File: config.mk
export PLATFORM = sky130hd
export DESIGN_NAME = bpc_div
export DESIGN_NICKNAME = d
export VERILOG_FILES = /design/src/bpc_pkg.sv /design/src/bpc_div.sv
export SDC_FILE = /design/constraint.sdc
export NUM_CORES = 2
export LEC_CHECK = 0
export BUFFER_PORTS_ARGS = -buffer_cell sky130_fd_sc_hd__buf_2
export CORE_MARGIN = 5
export CORE_UTILIZATION = 40
export CTS_BUF_LIST = sky130_fd_sc_hd__clkbuf_4 sky130_fd_sc_hd__clkbuf_8 sky130_fd_sc_hd__clkbuf_16
export DETAILED_ROUTE_END_ITERATION = 6
export GPL_ROUTABILITY_DRIVEN = 0
export PLACE_DENSITY_LB_ADDON = 0.1
export RECOVER_POWER = 100
export SETUP_SLACK_MARGIN = 0.02
export SLEW_MARGIN = 0
export SYNTH_ARGS = -nofsm -noshare
export SYNTH_HDL_FRONTEND = slang
export SYNTH_SLANG_ARGS = --single-unit
export TNS_END_PERCENT = 5
File: constraint.sdc
create_clock -name clk -period 5.05 [get_ports clk]
set_input_delay 1.01 -clock clk [delete_from_list [all_inputs] [get_ports clk]]
set_output_delay 1.01 -clock clk [all_outputs]
set_load 0.005 [all_outputs]
File: src/bpc_pkg.sv
`default_nettype none
package bpc_pkg;

	localparam int DATA_W = 32;
	localparam int IDX_W = 3;
	localparam int OSS_W = 2;

	localparam logic [31:0] TEMP_OFFSET = 32'd4000;
	localparam logic [31:0] B4_BIAS = 32'd32768;
	localparam logic [31:0] B7_SCALE = 32'd50000;
	localparam logic [31:0] P_SQ_COEF = 32'd3038;
	localparam logic [31:0] P_LIN_COEF = 32'd7357;
	localparam logic [31:0] P_OFFSET = 32'd3791;

	typedef enum logic [IDX_W-1:0] {
		REG_AC1_AC2 = 3'd0,
		REG_AC3_AC4 = 3'd1,
		REG_AC5_AC6 = 3'd2,
		REG_B1_B2 = 3'd3,
		REG_MC_MD = 3'd4,
		REG_OSS = 3'd5
	} reg_idx_t;

	typedef struct packed {
		logic [15:0] raw_temp;
		logic [23:0] raw_press;
	} in_t;

	typedef struct packed {
		logic signed [15:0] temp_decicelsius;
		logic signed [31:0] press_pascal;
		logic div_error;
	} out_t;

	// side data carried through the temperature divider
	typedef struct packed {
		logic [31:0] x1;
		logic neg;
		logic err;
		logic [23:0] up;
	} tside_t;

	// side data carried through the pressure divider
	typedef struct packed {
		logic [15:0] temp;
		logic err;
		logic bz;
		logic split;
	} pside_t;

endpackage
`default_nettype wire

File: src/bpc_div.sv
`default_nettype none
module bpc_div
	import bpc_pkg::*;
#(
	parameter int W = DATA_W,
	parameter int SIDE_W = 1
) (
	input wire logic clk,
	input wire logic arst_n,
	input wire logic adv,
	input wire logic in_vld,
	input wire logic [W-1:0] num,
	input wire logic [W-1:0] den,
	input wire logic [SIDE_W-1:0] side,
	output logic out_vld,
	output logic [W-1:0] quo,
	output logic [SIDE_W-1:0] side_out
);

	// one quotient bit per stage, restoring
	logic [W-1:0] num_s [W+1];
	logic [W-1:0] den_s [W+1];
	logic [W-1:0] rem_s [W+1];
	logic [W-1:0] quo_s [W+1];
	logic [SIDE_W-1:0] side_s [W+1];
	logic vld_s [W+1];

	always_comb begin
		num_s[0] = num;
		den_s[0] = den;
		rem_s[0] = '0;
		quo_s[0] = '0;
		side_s[0] = side;
		vld_s[0] = in_vld;
	end

	for (genvar k = 0; k < W; k++) begin : g_stage
		logic [W:0] trial;
		logic ge;
		logic [W:0] diff;

		always_comb begin
			trial = {rem_s[k], num_s[k][W-1-k]};
			ge = trial >= {1'b0, den_s[k]};
			diff = trial - {1'b0, den_s[k]};
		end

		always_ff @(posedge clk or negedge arst_n) begin
			if (!arst_n) begin
				vld_s[k+1] <= 1'b0;
			end else if (adv) begin
				vld_s[k+1] <= vld_s[k];
			end
		end

		always_ff @(posedge clk) begin
			if (adv) begin
				num_s[k+1] <= num_s[k];
				den_s[k+1] <= den_s[k];
				rem_s[k+1] <= ge ? diff[W-1:0] : trial[W-1:0];
				quo_s[k+1] <= quo_s[k] | (W'(ge) << (W-1-k));
				side_s[k+1] <= side_s[k];
			end
		end
	end

	assign out_vld = vld_s[W];
	assign quo = quo_s[W];
	assign side_out = side_s[W];

endmodule
`default_nettype wire

; ---- Yosys cells after proc, flatten, opt, wreduce, memory -nomap -nowiden
; Index checks and enable logic that the tools add are counted.
[totals]
regBits = 3537
in_bits = 69
output_inout_bits = 34
wordCells = 315
[op_classes]
addsub = 31
order_cmp = 32
mux = 31
bitwise_logic = 31
[ops]
columns = op, count
row1 = greater-or-equal comparator 33 x 32 -> 1 bit, 31
row2 = two-way mux 32 bit, 30
row3 = subtractor 32 bit, 30
row4 = greater-or-equal comparator 1 x 32 -> 1 bit, 1
row5 = OR 32 x 1 -> 32 bit, 1
row6 = OR 32 x 10 -> 32 bit, 1
row7 = OR 32 x 11 -> 32 bit, 1
row8 = OR 32 x 12 -> 32 bit, 1
row9 = OR 32 x 13 -> 32 bit, 1
row10 = OR 32 x 14 -> 32 bit, 1
row11 = OR 32 x 15 -> 32 bit, 1
row12 = OR 32 x 16 -> 32 bit, 1
row13 = OR 32 x 17 -> 32 bit, 1
row14 = OR 32 x 18 -> 32 bit, 1
row15 = OR 32 x 19 -> 32 bit, 1
row16 = OR 32 x 2 -> 32 bit, 1
row17 = OR 32 x 20 -> 32 bit, 1
row18 = OR 32 x 21 -> 32 bit, 1
row19 = OR 32 x 22 -> 32 bit, 1
row20 = OR 32 x 23 -> 32 bit, 1
row21 = OR 32 x 24 -> 32 bit, 1
row22 = OR 32 x 25 -> 32 bit, 1
row23 = OR 32 x 26 -> 32 bit, 1
row24 = OR 32 x 27 -> 32 bit, 1
row25 = 13 further kinds, 13

; ---- Logic depth before layout (Yosys ltp)
[depth]
depth_word = 2
depth_mapped = 16
depth_no_buf = 14

; ---- Least setup slack after synthesis
; Ideal clock, no wire load.
[synth_timing]
path_type = reg-to-reg
startpoint = register den_s[833] (netlist name)
endpoint = register rem_s, in the netlist g_stage[7].trial[25], data pin
setup_ns = 0.262
arrival_ns = 3.255
required_time_ns = 4.788
setup_slack_ns = 1.533
path_stages_with_launch = 15
n_path_buf = 1
synth_period_minus_slack_ns = 3.517
cell_sequence = edfxtp_1 -> inv_1 -> ha_1 -> nor2b_1 -> nor3_2 -> o21ai_1 -> a21o_1 -> a31oi_2 -> o311ai_2 -> nor4_2 -> o31ai_2 -> a31o_1 -> a2111oi_4 -> buf_6 -> mux2_1
[synth_via]
elab_chain_cells = 2
elab_cells_between_ends = 3
cone_classes = 1 x add/sub / 1 x order compare / 1 x mux
[synth_lines]
columns = item, line
row1 = "start, declared", bpc_div.sv:22  ; logic [W-1:0] den_s [W+1];
row2 = "start signal, assigned by index", bpc_div.sv:59  ; den_s[k+1] <= den_s[k];
row3 = subtractor 32 bit / greater-or-equal comparator 33 x 32 -> 1 bit (equally long branches), "bpc_div.sv:45, bpc_div.sv:44"
row4 = two-way mux 32 bit (*), bpc_div.sv:60  ; rem_s[k+1] <= ge ? diff[W-1:0] : trial[W-1:0];
row5 = "end signal, assigned by index", bpc_div.sv:60
row6 = "end, declared", bpc_div.sv:23  ; logic [W-1:0] rem_s [W+1];
; Every way passes the cells marked *; elsewhere a longest branch is shown, timed or not.
; A chain may end at the register's enable or synchronous reset.

; ---- Worst setup path after layout
[layout_timing]
startpoint = register rem_s, in the netlist g_stage[26].trial[22]
endpoint = register rem_s, in the netlist g_stage[27].trial[5], data pin
[layout_via]
elab_chain_cells = 2
[layout_lines]
columns = item, line
row1 = greater-or-equal comparator 33 x 32 -> 1 bit, bpc_div.sv:44  ; ge = trial >= {1'b0, den_s[k]};
row2 = two-way mux 32 bit, bpc_div.sv:60
; No other way between the ends.

==> impl_metrics.ini <==
[worst_setup_path]
arrival_ns = 5.39
critical_path_required_ns = 5.71
r2r_cells = 14
r2r-start = g_stage[26].trial[22]
r2r_slack_ns = 0.33
worst-setup-path-type = register to register
startpoint = g_stage[26].trial[22]
start_kind = register
crit_end = g_stage[27].trial[5]
cp-end-kind = register
path_max_fanout = 33
timing.rr.end = g_stage[27].trial[5]

[synth]
synth-edff-count = 3040
synth_cell_types = 99
synthesis.nets = 13800
synth_warnings = 0
synth_most_common_cell = edfxtp_1
yosysSeqAreaShare_pct = 59.0
synth_ff_type = edfxtp_1
synth_cells = 12700
synthArstFlopShare_pct = 1.04
synth_top_area_share_pct = 58.5
synth_common_cells = edfxtp_1, inv_1, a21oi_1
yosys_register_bits = 3072
synth_largest_area_cell = edfxtp_1
synth_area_leaders = edfxtp_1, ha_1, a21oi_1
netlist_area_um2 = 156000
syn_area_per_cell_um2 = 12.3

[placed_design]
dp_hpwl_um = 273000
pre_cts_ws_ns = 0.510
numPortBuffers = 102

[routing]
vias_per_cell = 5.32
via_count = 98300
post_drt_wl_per_cell_um = 20.0
first_iter_violations = 7149
antenna_left = 0
dr.pass1.iters = 7
drc = 1
wirelength_um = 370000

[clock_network]
cts_tree = done
clk_latency_ns = 0.96
clk_pin_slew_worst_paths_ns = 0.06
cts_sinks = 3072
holdBufCountCts = 0
clockRootBuffer = clkbuf_16
cts_buffers = 355
htreeDepth = 5
clockBufferDepth = 4
cts_resized = 0
cts_setup_buffers = 0

[cells_and_area]
drive_gt1_share_pct = 8.57
fin_util_pct = 44.7
nNetsFinal = 14100
synthToLayoutAreaGrowth_pct = 11.5

[floorplan]
fp.dieW_um = 635
coreArea_um2 = 389000
die_area_um2 = 403000
rows = 229
io_pins = 103
die_h_um = 635
start_util_pct = 40.1

[sta]
fmax_mhz = 212
hold_violations = 0
rsz0062_at_grt = false
tightest_slew_ns = 4.72
relSlewSlack_pct = -215
fin_skew_ns = 0.0671
period_minus_slack_ns = 4.72
layout_setup_ws_ns = 0.325
tns_ns = 0
fin_crit_sh_pct = 93.6
final-setup-viol-count = 0
drv_slew = 2281

[global_routing]
grtUsageTotal_pct = 17.8
grt_first_pass_wirelength_um = 567000
grt_pass1_vias = 98000
grt_max_degree = 203
grt-ovfl-total = 0
grt_antenna_before_repair = 5

[power]
leakage_nw = 69.2
power_w = 0.114
ir_worst_vdd_v = 0.000327
power.density_nw_per_um2 = 653

[run_status]
violations = design-rule violations, max-capacitance violations, max-slew violations
status = finished with violations

[flow_run]
cap_violations = 29

[min_path]
hp-class = primary input to register
-- worst max-delay path, stage by stage (launching register included) --
cell,delay (ns)
edfxtp_1,0.40
ha_1,0.46
inv_1,0.15
nor2_1,0.20
nand2_1,0.13
or3_1,0.50
or3_1,0.40
o41ai_1,0.88
buf_4,0.25
a21o_1,0.11
a21oi_1,0.05
o21ai_0,0.10
a211o_1,0.20
buf_12,0.21
mux2_2,0.37
-- worst min-delay path by stage --
stage          slack [ns]        from              endpoint  depth (start not counted)
3_3_place_gp         0.40  num_s[689]            num_s[657]                          0
4_1_cts              0.06      arst_n             vld_s[31]                          1
6_report             0.23     num[30]   g_stage[1].trial[0]                          1
2_1_floorplan        0.40  num_s[757]  g_stage[10].trial[0]                          0
3_5_place_dp         0.40  num_s[427]  g_stage[20].trial[0]                          0
5_1_grt              0.15     num[18]           num_s[1010]                          1
-- report_power, final --
group | switching (W) | internal [W]
sequential | 0.00400 | 0.0367
clock | 0.0104 | 0.0152
combinational | 0.0270 | 0.0203
total | 0.0414 | 0.0722
-- registers in the layout, summed over array words and instances (netlist names) --
register and flops:
vld_s 31, out_vld 1, side_s 31, side_out 1
quo_s 496, den_s 992, g_stage.trial 1023, num_s 465
quo 32
-- metrics by stage --
step           hold WS [ns]  instance area (µm²)  cells
4_1_cts              0.0622               175000  18500
6_report              0.228               174000  18500
3_5_place_dp          0.405               163000  17800
2_1_floorplan         0.400               156000  12700
5_1_grt               0.150               174000  18500
3_3_place_gp          0.400               163000  17800
-- cell usage in the layout (no fill, tap or decap), types with 33 or more instances in the layout --
master	n
clkbuf_4	59
a21boi_0	56
nor4_1	39
xnor2_1	509
mux2_1	80
clkbuf_1	123
and3_1	83
buf_2	44
nor2b_1	152
edfxtp_1	3040
or3_1	33
o21ai_0	719
nor2_1	722
nand3_1	194
clkinv_2	75
a21oi_1	1093
nand4_1	166
clkinv_1	75
mux2_2	355
ha_1	994
nand2b_1	141
xor2_1	323
o31ai_1	76
nand2_1	726
inv_1	1235
a31oi_1	99
o21a_1	106
a211oi_1	77
clkbuf_16	364
nor3_1	118
o21bai_1	103
and4_1	35
a21o_1	553
-- area by class of cell --
cell class,instances,area [µm²]
diodes,4,10.0
clock buffers,421,9550
clock inverters,235,2160
fillers,34900,215000
inverters,1236,4640
multi-input cells,8071,57700
flip-flops and latches,3072,92100
well taps,5197,6500
repair buffers,232,1300
-- cells by family (layout without fill, tap and decap cells) --
kind of cell	Yosys count	after routing	synth area share [%]
simple gates	2517	2517	7.65
xor+xnor	832	832	4.67
buf+inv	1588	2124	4.00
other cells	0	4	0
compound gates	3233	3233	13.0
fa+ha+maj	1024	1024	8.36
mux	465	465	3.34
flops	3072	3072	59.0
-- routing by layer --
metal  part of all wire [%]  routed length [µm]  global-route usage, %
met3                    4.3               15700                   2.38
met4                    4.7               17200                   7.39
met2                     49              179000                   30.6
met5                 0.0057                  21                      0
met1                     43              157000                   22.6
(Power assumes the default switching activity.)
